--- src/design/tpd_pkg.sv ---
// Shared types and constants for the touch pad press detector.
`default_nettype none

package tpd_pkg;

   localparam int CAL_SAMPLES_DEF    = 10;
   localparam int TRIM_EACH_SIDE_DEF = 2;
   localparam int TIMER_BITS         = 16;
   localparam int SAMPLE_BITS        = 16;
   localparam logic [SAMPLE_BITS-1:0] THRESHOLD_RESET = 16'd50;

   typedef enum logic [1:0] {
      MODE_RELEASED    = 2'd0,
      MODE_TOUCHED     = 2'd1,
      MODE_CALIBRATING = 2'd2
   } mode_type;

   typedef enum logic [1:0] {
      SEQ_IDLE = 2'd0,
      SEQ_RANK = 2'd1,
      SEQ_DIV  = 2'd2
   } seq_type;

endpackage

`default_nettype wire

--- src/design/touch_pad_press_detector_top.sv ---
// Latency: a request's result is registered and offered in the cycle after acceptance.
// Throughput: one request per cycle while no unaccepted response holds it, except the last
// calibration sample, whose result is offered only once the baseline is ready, after
// a rank sweep over the sample memory's two read ports, then a reciprocal multiply.
// Reset (synchronous, active high): calibrating, count and baseline zero, threshold 50;
// the sample memory is not cleared and is always written before it is read.
`default_nettype none

module touch_pad_press_detector_top #(
   parameter int CAL_SAMPLES    = tpd_pkg::CAL_SAMPLES_DEF,
   parameter int TRIM_EACH_SIDE = tpd_pkg::TRIM_EACH_SIDE_DEF
) (
   input  wire logic                             clock,
   input  wire logic                             reset,
   input  wire logic                             csr_valid,
   output logic                                  csr_ready,
   input  wire logic [tpd_pkg::SAMPLE_BITS-1:0]  csr_touch_threshold,
   input  wire logic                             req_valid,
   output logic                                  req_ready,
   input  wire logic [tpd_pkg::TIMER_BITS-1:0]   req_start_count,
   input  wire logic [tpd_pkg::TIMER_BITS-1:0]   req_capture_count,
   input  wire logic                             req_recalibrate,
   output logic                                  rsp_valid,
   input  wire logic                             rsp_ready,
   output logic [tpd_pkg::TIMER_BITS:0]          rsp_charge_time,
   output logic                                  rsp_touch_level,
   output logic                                  rsp_press_event,
   output logic                                  rsp_calibrated,
   output logic [tpd_pkg::SAMPLE_BITS-1:0]       rsp_baseline_value
);

   import tpd_pkg::*;

   localparam int N        = CAL_SAMPLES;
   localparam int TRIM_EFF = (TRIM_EACH_SIDE > (N - 1) / 2) ? (N - 1) / 2 : TRIM_EACH_SIDE;
   localparam int KEEP     = N - 2 * TRIM_EFF;
   localparam int IW       = $clog2(N);
   localparam int CW       = $clog2(N + 1);
   localparam int SW       = SAMPLE_BITS + IW;
   localparam int KW       = $clog2(KEEP);
   localparam int RS       = SW + KW;
   localparam int CTW      = TIMER_BITS + 1;
   localparam logic [IW:0] RANK_LO = (IW + 1)'(TRIM_EFF);
   localparam logic [IW:0] RANK_HI = (IW + 1)'(N - TRIM_EFF);
   localparam longint unsigned RECIP = ((64'd1 << RS) + 64'(KEEP) - 64'd1) / 64'(KEEP);
   localparam logic [SW+1:0] RECIP_W = (SW + 2)'(RECIP);

   // sample memory
   logic [SAMPLE_BITS-1:0] store_mem [N];
   logic                   store_we;
   logic [IW-1:0]          store_waddr;
   logic [SAMPLE_BITS-1:0] store_wdata;
   logic [SAMPLE_BITS-1:0] rd_a_ff, rd_b_ff;

   seq_type                seq_ff, seq_in;
   mode_type               mode_ff, mode_in, mode_v;
   logic [CW-1:0]          cnt_ff, cnt_in, cnt_v;
   logic [SAMPLE_BITS-1:0] base_ff, base_in, base_v;
   logic [SAMPLE_BITS-1:0] thr_ff, thr_in;
   logic [CTW-1:0]         ct_ff, ct_in;

   logic                   iss_on_ff, iss_on_in;
   logic [IW-1:0]          iss_i_ff, iss_i_in, iss_j_ff, iss_j_in;
   logic                   pv_ff, pv_in;
   logic [IW-1:0]          pi_ff, pi_in, pj_ff, pj_in;
   logic [IW-1:0]          rank_ff, rank_in, rank_next;
   logic [SW-1:0]          sum_ff, sum_in, sum_next;
   logic [2*SW+1:0]        prod;
   logic [SAMPLE_BITS-1:0] quot;
   logic                   less, keep;

   logic                   rsp_valid_ff, rsp_valid_in;
   logic [CTW-1:0]         rsp_ct_ff, rsp_ct_in;
   logic                   rsp_level_ff, rsp_level_in;
   logic                   rsp_press_ff, rsp_press_in;
   logic                   rsp_cal_ff, rsp_cal_in;
   logic [SAMPLE_BITS-1:0] rsp_base_ff, rsp_base_in;

   logic [TIMER_BITS-1:0]  diff;
   logic [CTW-1:0]         ct_w;
   logic [SAMPLE_BITS-1:0] ct_sat;
   logic [CTW-1:0]         limit;
   logic                   touched;

   assign csr_ready          = 1'b1;
   assign rsp_valid          = rsp_valid_ff;
   assign rsp_charge_time    = rsp_ct_ff;
   assign rsp_touch_level    = rsp_level_ff;
   assign rsp_press_event    = rsp_press_ff;
   assign rsp_calibrated     = rsp_cal_ff;
   assign rsp_baseline_value = rsp_base_ff;

   assign diff   = req_capture_count - req_start_count;
   assign ct_w   = (diff == '0) ? {1'b1, {TIMER_BITS{1'b0}}} : {1'b0, diff};
   assign ct_sat = ct_w[TIMER_BITS] ? {SAMPLE_BITS{1'b1}} : ct_w[SAMPLE_BITS-1:0];

   // rank compare: ties are broken by memory index so every rank is unique
   assign less      = (rd_b_ff < rd_a_ff) || ((rd_b_ff == rd_a_ff) && (pj_ff < pi_ff));
   assign rank_next = rank_ff + IW'(less);
   assign keep      = ({1'b0, rank_next} >= RANK_LO) && ({1'b0, rank_next} < RANK_HI);

   // divide the kept-sample sum by the kept count through a scaled reciprocal
   assign prod = {{(SW + 2){1'b0}}, sum_ff} * {{SW{1'b0}}, RECIP_W};
   assign quot = prod[RS +: SAMPLE_BITS];

   always_comb begin
      seq_in       = seq_ff;
      mode_in      = mode_ff;
      cnt_in       = cnt_ff;
      base_in      = base_ff;
      thr_in       = thr_ff;
      ct_in        = ct_ff;
      iss_on_in    = iss_on_ff;
      iss_i_in     = iss_i_ff;
      iss_j_in     = iss_j_ff;
      pv_in        = 1'b0;
      pi_in        = iss_i_ff;
      pj_in        = iss_j_ff;
      rank_in      = rank_ff;
      sum_in       = sum_ff;
      sum_next     = sum_ff;
      rsp_valid_in = rsp_valid_ff;
      rsp_ct_in    = rsp_ct_ff;
      rsp_level_in = rsp_level_ff;
      rsp_press_in = rsp_press_ff;
      rsp_cal_in   = rsp_cal_ff;
      rsp_base_in  = rsp_base_ff;
      store_we     = 1'b0;
      store_waddr  = cnt_ff[IW-1:0];
      store_wdata  = ct_sat;
      limit        = {1'b0, base_ff} + {1'b0, thr_ff};
      touched      = 1'b0;
      mode_v       = mode_ff;
      cnt_v        = cnt_ff;
      base_v       = base_ff;

      if (csr_valid) begin
         thr_in = csr_touch_threshold;
      end
      if (rsp_valid_ff && rsp_ready) begin
         rsp_valid_in = 1'b0;
      end

      req_ready = (seq_ff == SEQ_IDLE) && (!rsp_valid_ff || rsp_ready);

      unique case (seq_ff)
         SEQ_IDLE: begin
            if (req_valid && req_ready) begin
               mode_v  = req_recalibrate ? MODE_CALIBRATING : mode_ff;
               cnt_v   = req_recalibrate ? '0 : cnt_ff;
               base_v  = req_recalibrate ? '0 : base_ff;
               ct_in   = ct_w;
               base_in = base_v;
               limit   = {1'b0, base_v} + {1'b0, thr_ff};
               if (mode_v == MODE_CALIBRATING) begin
                  store_we    = 1'b1;
                  store_waddr = cnt_v[IW-1:0];
                  cnt_in      = cnt_v + CW'(1);
                  mode_in     = MODE_CALIBRATING;
                  if (cnt_v == CW'(N - 1)) begin
                     // last sample: hold the result until the baseline is ready
                     seq_in    = SEQ_RANK;
                     iss_on_in = 1'b1;
                     iss_i_in  = '0;
                     iss_j_in  = '0;
                     rank_in   = '0;
                     sum_in    = '0;
                  end else begin
                     rsp_valid_in = 1'b1;
                     rsp_ct_in    = ct_w;
                     rsp_level_in = 1'b0;
                     rsp_press_in = 1'b0;
                     rsp_cal_in   = 1'b0;
                     rsp_base_in  = base_v;
                  end
               end else begin
                  touched      = ct_w > limit;
                  mode_in      = touched ? MODE_TOUCHED : MODE_RELEASED;
                  rsp_valid_in = 1'b1;
                  rsp_ct_in    = ct_w;
                  rsp_level_in = touched;
                  rsp_press_in = touched && (mode_v == MODE_RELEASED);
                  rsp_cal_in   = 1'b1;
                  rsp_base_in  = base_v;
               end
            end
         end
         SEQ_RANK: begin
            // issue one (i, j) read pair per cycle
            if (iss_on_ff) begin
               pv_in = 1'b1;
               if (iss_j_ff == IW'(N - 1)) begin
                  iss_j_in = '0;
                  iss_i_in = iss_i_ff + IW'(1);
                  if (iss_i_ff == IW'(N - 1)) begin
                     iss_on_in = 1'b0;
                  end
               end else begin
                  iss_j_in = iss_j_ff + IW'(1);
               end
            end
            if (pv_ff) begin
               if (pj_ff == IW'(N - 1)) begin
                  sum_next = sum_ff + (keep ? SW'(rd_a_ff) : '0);
                  sum_in   = sum_next;
                  rank_in  = '0;
                  if (pi_ff == IW'(N - 1)) begin
                     seq_in = SEQ_DIV;
                  end
               end else begin
                  rank_in = rank_next;
               end
            end
         end
         SEQ_DIV: begin
            seq_in       = SEQ_IDLE;
            base_in      = quot;
            mode_in      = MODE_RELEASED;
            rsp_valid_in = 1'b1;
            rsp_ct_in    = ct_ff;
            rsp_level_in = 1'b0;
            rsp_press_in = 1'b0;
            rsp_cal_in   = 1'b1;
            rsp_base_in  = quot;
         end
         default: begin
            seq_in = SEQ_IDLE;
         end
      endcase
   end

   always_ff @(posedge clock) begin
      if (store_we) begin
         store_mem[store_waddr] <= store_wdata;
      end
      rd_a_ff <= store_mem[iss_i_ff];
      rd_b_ff <= store_mem[iss_j_ff];
   end

   always_ff @(posedge clock) begin
      if (reset) begin
         seq_ff       <= SEQ_IDLE;
         mode_ff      <= MODE_CALIBRATING;
         cnt_ff       <= '0;
         base_ff      <= '0;
         thr_ff       <= THRESHOLD_RESET;
         iss_on_ff    <= 1'b0;
         pv_ff        <= 1'b0;
         rsp_valid_ff <= 1'b0;
      end else begin
         seq_ff       <= seq_in;
         mode_ff      <= mode_in;
         cnt_ff       <= cnt_in;
         base_ff      <= base_in;
         thr_ff       <= thr_in;
         iss_on_ff    <= iss_on_in;
         pv_ff        <= pv_in;
         rsp_valid_ff <= rsp_valid_in;
      end
   end

   always_ff @(posedge clock) begin
      ct_ff        <= ct_in;
      iss_i_ff     <= iss_i_in;
      iss_j_ff     <= iss_j_in;
      pi_ff        <= pi_in;
      pj_ff        <= pj_in;
      rank_ff      <= rank_in;
      sum_ff       <= sum_in;
      rsp_ct_ff    <= rsp_ct_in;
      rsp_level_ff <= rsp_level_in;
      rsp_press_ff <= rsp_press_in;
      rsp_cal_ff   <= rsp_cal_in;
      rsp_base_ff  <= rsp_base_in;
   end

`ifndef SYNTHESIS
   a_no_rsp_during_sweep: assert property (@(posedge clock) disable iff (reset)
      (seq_ff != SEQ_IDLE) |-> !rsp_valid_ff)
      else $error("result pending while baseline sweep runs");

   a_read_pair_only_in_rank: assert property (@(posedge clock) disable iff (reset)
      pv_ff |-> (seq_ff == SEQ_RANK))
      else $error("read pair returned outside rank sweep");

   a_press_implies_level: assert property (@(posedge clock) disable iff (reset)
      (rsp_valid_ff && rsp_press_ff) |-> (rsp_level_ff && rsp_cal_ff))
      else $error("press event without touch level");

   a_uncal_zero_baseline: assert property (@(posedge clock) disable iff (reset)
      (rsp_valid_ff && !rsp_cal_ff) |-> (rsp_base_ff == '0))
      else $error("nonzero baseline reported while calibrating");

   a_count_in_range: assert property (@(posedge clock) disable iff (reset)
      (mode_ff == MODE_CALIBRATING && seq_ff == SEQ_IDLE) |-> (cnt_ff < CW'(N)))
      else $error("sample count ran past the calibration depth");
`endif

endmodule

`default_nettype wire
--- config.mk ---
export PLATFORM = sky130hd
export DESIGN_NAME = touch_pad_press_detector_top
export DESIGN_NICKNAME = d
export VERILOG_FILES = /design/src/design/tpd_pkg.sv /design/src/design/touch_pad_press_detector_top.sv
export SDC_FILE = /design/constraint.sdc
export NUM_CORES = 1
export LEC_CHECK = 0
export BUFFER_PORTS_ARGS = -buffer_cell sky130_fd_sc_hd__buf_4
export CAP_MARGIN = 10
export CORE_ASPECT_RATIO = 0.5
export CORE_UTILIZATION = 57
export CTS_BUF_LIST = sky130_fd_sc_hd__clkbuf_8 sky130_fd_sc_hd__clkbuf_16
export DETAILED_ROUTE_END_ITERATION = 12
export HOLD_SLACK_MARGIN = 0.1
export PLACE_DENSITY = 0.74
export SLEW_MARGIN = 20
export SYNTH_ARGS = -nofsm -noshare
export SYNTH_HDL_FRONTEND = slang
export SYNTH_SLANG_ARGS = --single-unit
--- constraint.sdc ---
create_clock -name clock -period 8.1 [get_ports clock]
set_input_delay 1.215 -clock clock [delete_from_list [all_inputs] [get_ports clock]]
set_output_delay 1.215 -clock clock [all_outputs]
set_load 0.005 [all_outputs]
; ---- Yosys cells after proc, flatten, opt, wreduce, memory -nomap -nowiden
; Memory sizes are Yosys's and may differ from the RTL's. A register that Yosys moved wholly into a read port is not among the register bits.
; Index checks and enable logic that the tools add are counted.
[totals]
ff_bits = 136
ramBits = 160
inputBits = 54
output_inout_bits = 39
elab_cells = 154
n_memories = 1
[memory_table]
columns = memory, depth, width, read_ports, rd_clocked_by_memory_dff, write_ports, line_no
row1 = store_mem, 10, 16, 2, 2, 1, touch_pad_press_detector_top.sv:49  ; logic [SAMPLE_BITS-1:0] store_mem [N];
[op_classes]
n_addsub = 7
n_mul = 1
order_cmp = 5
eq_ne = 18
n_mux = 76
n_bitwise = 1
n_reduce_logical = 25
[op_table]
columns = op, count
row1 = $mux W16, 7
row2 = $mux W20, 5
row3 = $mux W17, 4
row4 = $pmux W16 S2, 2
row5 = $mux W4, 13
row6 = $pmux W20 S2, 1
row7 = $mul A20 B20 Y38 const B, 1
row8 = $pmux W17 S2, 1
row9 = $mux W1, 24
row10 = $pmux W4 S2, 3
row11 = $add A20 B16 Y20, 1
row12 = $eq A4 B4 Y1 const B, 5
row13 = $mux W2, 9
row14 = $reduce_and A6 Y1, 3
row15 = $add A16 B16 Y17, 1
row16 = $gt A17 B17 Y1, 1
row17 = $eq A16 B16 Y1, 1
row18 = $logic_not A16 Y1, 1
row19 = $lt A16 B16 Y1, 1
row20 = $sub A16 B16 Y16, 1
row21 = $add A4 B1 Y4 const B, 3
row22 = $ne A2 B2 Y1 const B, 5
row23 = $pmux W1 S2, 5
row24 = $reduce_and A5 Y1, 2
row25 = other kinds (19), 33

; ---- Logic depth before layout (Yosys ltp)
[logic_depth]
word_depth = 11
mapped_depth = 28
mapped_depth_nobuf = 28

; ---- Worst setup path before layout
; No wires, ideal clock.
[synth_path]
path_kind = flip-flop to flip-flop
from = register sum_ff[6]
to = register rsp_base_ff[4] (netlist: rsp_baseline_value[4]) (data pin)
setup_ps = 256
arrival_ps = 5771
t_required_ps = 7844
setup_slack_ps = 2072
stages_incl_launch_ff = 22
n_path_buf = 0
synth_period_minus_slack_ps = 6028
path_cell_list = edfxtp_1 > ha_1 > ha_1 > inv_1 > fa_1 > inv_1 > fa_1 > fa_1 > fa_1 > inv_1 > fa_1 > inv_1 > ha_1 > a21oi_1 > o21ai_0 > a2111oi_0 > a32oi_1 > a21oi_1 > a21boi_0 > a21oi_1 > xnor2_1 > a22o_1
[synth_via]
elab_chain_cells = 2
[synth_rtl]
columns = item, line_no
row1 = start: declaration, touch_pad_press_detector_top.sv:67  ; logic [SW-1:0] sum_ff, sum_in, sum_next;
row2 = start signal: assignment, touch_pad_press_detector_top.sv:269  ; sum_ff <= sum_in;
row3 = $mul A20 B20 Y38, touch_pad_press_detector_top.sv:103  ; assign prod = {{(SW + 2){1'b0}}, sum_ff} * {{SW{1'b0}}, RECIP_W};
row4 = $pmux W16 S2, touch_pad_press_detector_top.sv:146  ; unique case (seq_ff)
row5 = end signal: assignment, touch_pad_press_detector_top.sv:274  ; rsp_base_ff <= rsp_base_in;
row6 = end: declaration, touch_pad_press_detector_top.sv:77  ; logic [SAMPLE_BITS-1:0] rsp_base_ff, rsp_base_in;
; No other way between the ends.
; A chain may end at the register's enable or synchronous reset.

; ---- Worst setup path after layout
[layout_path]
from = register sum_ff[10]
to = register rsp_base_ff[11] (netlist: rsp_baseline_value[11]) (data pin)
; Same word-level chain as after synthesis.

==> flow_summary.yaml <==
grt:
  grt_max_degree: 54
  antenna_found_initial: 0
  grt_pass1_wl_um: 84230
  grt_pass1_vias: 15389
  grt_usage: 0.2651
  grt.overflow.total: 0
clock_tree:
  cts_setup_buffers: 0
  htreeDepth: 1
  ctsResizeCount: 0
  holdBufCountCts: 0
  clockBufferDepth: 3
  clk_pin_slew_worst_paths_ns: 0.07
  clock-sinks: 328
  cts_root_buf: "clkbuf_16"
  numCtsBuffers: 31
  clock_latency_ns: 0.59
  cts_tree: "done"
pwr:
  finalPower_mw: 3.742
  seq_power_share: 0.517
  intPower_mw: 2.824
  p_leak_nw: 11.55
  power.density_nw_per_um2: 146.5
  p_sw_mw: 0.9185
  p_comb_frac: 0.109
  swShare: 0.2454
  vdd_ir_drop_max_v: 0.0001780
  clockPowerShare: 0.374
placed_design:
  dpl_cell_area_sq_um: 24570
  port_buffers: 91
  globalplace.congestion: 0.9393
  hpwl_um: 39990
detailed_routing:
  wl_um: 54110
  drtIter0Drc: 1320
  vias_per_cell: 5.822
  vias: 15574
  dr.pass1.iters: 7
  wl_per_cell_um: 20.23
  drc: 0
  antenna_left: 0
setup_path:
  crit_buf_inv: 4
  startpoint: "sum_ff[10]"
  critPathKind: "reg2reg"
  crit_chain: "ha_1 -> ha_1 -> inv_1 -> fa_1 -> inv_1 -> fa_1 -> fa_1 -> fa_1 -> inv_1 -> fa_1 -> inv_1 -> ha_1 -> a21oi_1 -> nand2_1 -> a221oi_1 -> o211ai_1 -> a21oi_1 -> nor2_1 -> a21boi_0 -> xnor2_1 -> a22o_1"
  end_kind: "flop"
  crit_arrival_ns: 7.18
  timing.rr.end: "rsp_baseline_value[11]"
  r2r_cells: 21
  path_common_cell: "fa_1"
  worst-path-stages: 21
  path_delay_family: "adder cells"
  slowest_delay_ns: 0.59
  worst-path-max-fanout: 7
  endpoint: "rsp_baseline_value[11]"
  r2r-start: "sum_ff[10]"
  cpMaxStageDelayCell: "edfxtp_1"
  critPathLaunchType: "flop"
  r2r_slack_ns: 1.27
  worstPathRequired_ns: 8.45
timing:
  fin_crit_sh: 0.8435
  relSlewSlack: 0.2960
  hold_viol_final: 0
  fmax_ghz: 0.1464
  holdWs_ns: 0.3741
  fin_skew_ns: 0.01142
  setup_viol_count_final: 0
  fin_crit_ns: 6.832
  slew_viol_final: 0
  finalSetupTns_ns: 0
  rsz0062_at_grt: "false"
  worst_pin_slew_ns: 1.052
die:
  initial_core_util: 0.5883
  num_rows: 51
  coreArea_sq_um: 39560
  die_h_um: 144.9
  ioPinCount: 93
  die_x_um: 287.8
  dieArea_sq_um: 41690
synth:
  synth_cell_types: 69
  yosysTopAreaCell: "edfxtp_1"
  synthTopCellsByArea: "edfxtp_1 (32%), ha_1 (14%), fa_1 (12%)"
  syn_area_sq_um: 23270
  synth-seq-area-share: 0.3875
  ys_warn_count: 0
  syn_inst: 2038
  synth_edf_count: 245
  syn_area_per_cell_sq_um: 11.42
  syn_nets: 2500
  yosys_register_bits: 328
  synthFlopType: "edfxtp_1"
  synth_top_area_share: 0.3161
  async_reset_ff_frac: 0
layout:
  layout.nets: 2582
  n_antenna_cell: 0
  syn_to_final_growth_pct: 9.779
  fill_cells: 3015
  drive_gt1_frac: 0.1138
  fin_area_sq_um: 25550
min_path:
  holdCritPathClass: "reg2reg"
status:
  outcome: "complete, no violations"
flow_run:
  drv_cap: 0
==> synthesized netlist by cell type (4+ instances only) <==
master and number:
a21oi_1 115, fa_1 142, buf_1 14, a22o_1 14, nor2b_1 68, edfxtp_1 245, a21o_1 20, ha_1 266
o21ai_0 50, nor3_1 25, dfxtp_1 83, nor2_1 96, nand3_1 23, o211ai_1 6, or4_1 4, a211oi_1 43
xor2_1 27, a21boi_0 4, nand4_1 15, a211o_1 6, inv_1 326, mux2i_1 47, and3_1 12, nand2_1 102
mux4_2 64, or3_1 7, clkbuf_1 50, nand2b_1 18, o21a_1 15, o21bai_1 11, xnor2_1 34, and2_1 26
a31oi_1 6
==> layout make-up <==
cell class	instances	area, sq um	share of cell area
Multi-Input combinational cell	1316	12790	0.5008
Sequential cell	328	9019	0.3530
Inverter	328	1231	0.04819
Timing Repair Buffer	115	863.3	0.03379
Clock buffer	33	803.3	0.03144
Tap cell	530	663.1	0.02595
Clock inverter	25	175.2	0.006856
==> per-stage QoR <==
step / cells / util / worst slack [ns]
4_1_cts: 2675 / 0.6458 / 1.355
5_1_grt: 2675 / 0.6458 / 0.9495
6_report: 2675 / 0.6458 / 1.268
3_5_place_dp: 2617 / 0.6211 / 1.374
2_1_floorplan: 2038 / - / 2.072
3_3_place_gp: 2617 / 0.6211 / 1.486
==> cell usage in the layout (no fill, tap or decap), types with 5 or more instances in the layout <==
cell	instances
xnor2_1	34
buf_4	115
nor3_1	23
mux4_2	64
clkinv_2	9
nand4_1	15
or3_1	7
edfxtp_1	245
nand3_1	23
nand2_1	102
a21o_1	20
a21oi_1	115
and2_1	26
inv_1	331
nor2_1	96
nand2b_1	18
a211oi_1	43
dfxtp_1	83
nor2b_1	67
clkinv_1	5
and3_1	12
o21a_1	15
mux2i_1	47
a31oi_1	6
a22o_1	14
xor2_1	27
fa_1	142
o21ai_0	49
clkbuf_16	31
ha_1	266
a211o_1	6
o211ai_1	6
o21bai_1	11
==> logic make-up after synthesis <==
family	count (synthesis)	synth area share
other	1	0.0001611
multiplexers	112	0.08263
adder cells (fa/ha/maj)	408	0.2651
buffers and inverters	394	0.06376
AO/OA/AOI/OAI	321	0.08828
AND/OR/NAND/NOR	412	0.08887
XOR/XNOR	62	0.02366
flip-flops	328	0.3875
==> per-layer routing <==
layer  up-vias  routed length (um)  track usage
met5         -                   0            0
met2       540               25310       0.4291
met4         0                1016      0.06266
li1       7281                   -            -
met3        85                4113      0.05251
met1      7668               23670       0.3706
==> worst min path at each step <==
stage / cells after the start / endpoint / start / slack, ns
3_5_place_dp: 0 / pi_ff[1] / iss_i_ff[1] / 0.36
5_1_grt: 0 / pi_ff[1] / iss_i_ff[1] / 0.39
4_1_cts: 0 / pi_ff[1] / iss_i_ff[1] / 0.37
2_1_floorplan: 0 / pi_ff[3] / iss_i_ff[3] / 0.35
6_report: 0 / pi_ff[1] / iss_i_ff[1] / 0.37
3_3_place_gp: 0 / pi_ff[1] / iss_i_ff[1] / 0.35
==> power by group through the flow <==
stage	clock network [mW]	logic, mW	registers [mW]
final	1.40	0.407	1.94
after global routing	1.48	0.449	1.94
after CTS	1.42	0.404	1.94
after detailed placement	0	0.402	1.97
after global placement	0	0.392	1.97
after floorplan	0	0.254	1.96
==> flip-flops by register name (all words and copies together), names as in the netlist, 2 cells and up <==
name,cells
rsp_charge_time,17
pi_ff,4
thr_ff,16
pj_ff,4
mode_ff,2
rank_ff,4
sum_ff,20
seq_ff,2
iss_j_ff,4
rsp_baseline_value,16
store_mem,160
rd_a_ff,16
base_ff,16
cnt_ff,4
rd_b_ff,16
ct_ff,17
iss_i_ff,4
Note: power is estimated with default switching activity, not from simulation.
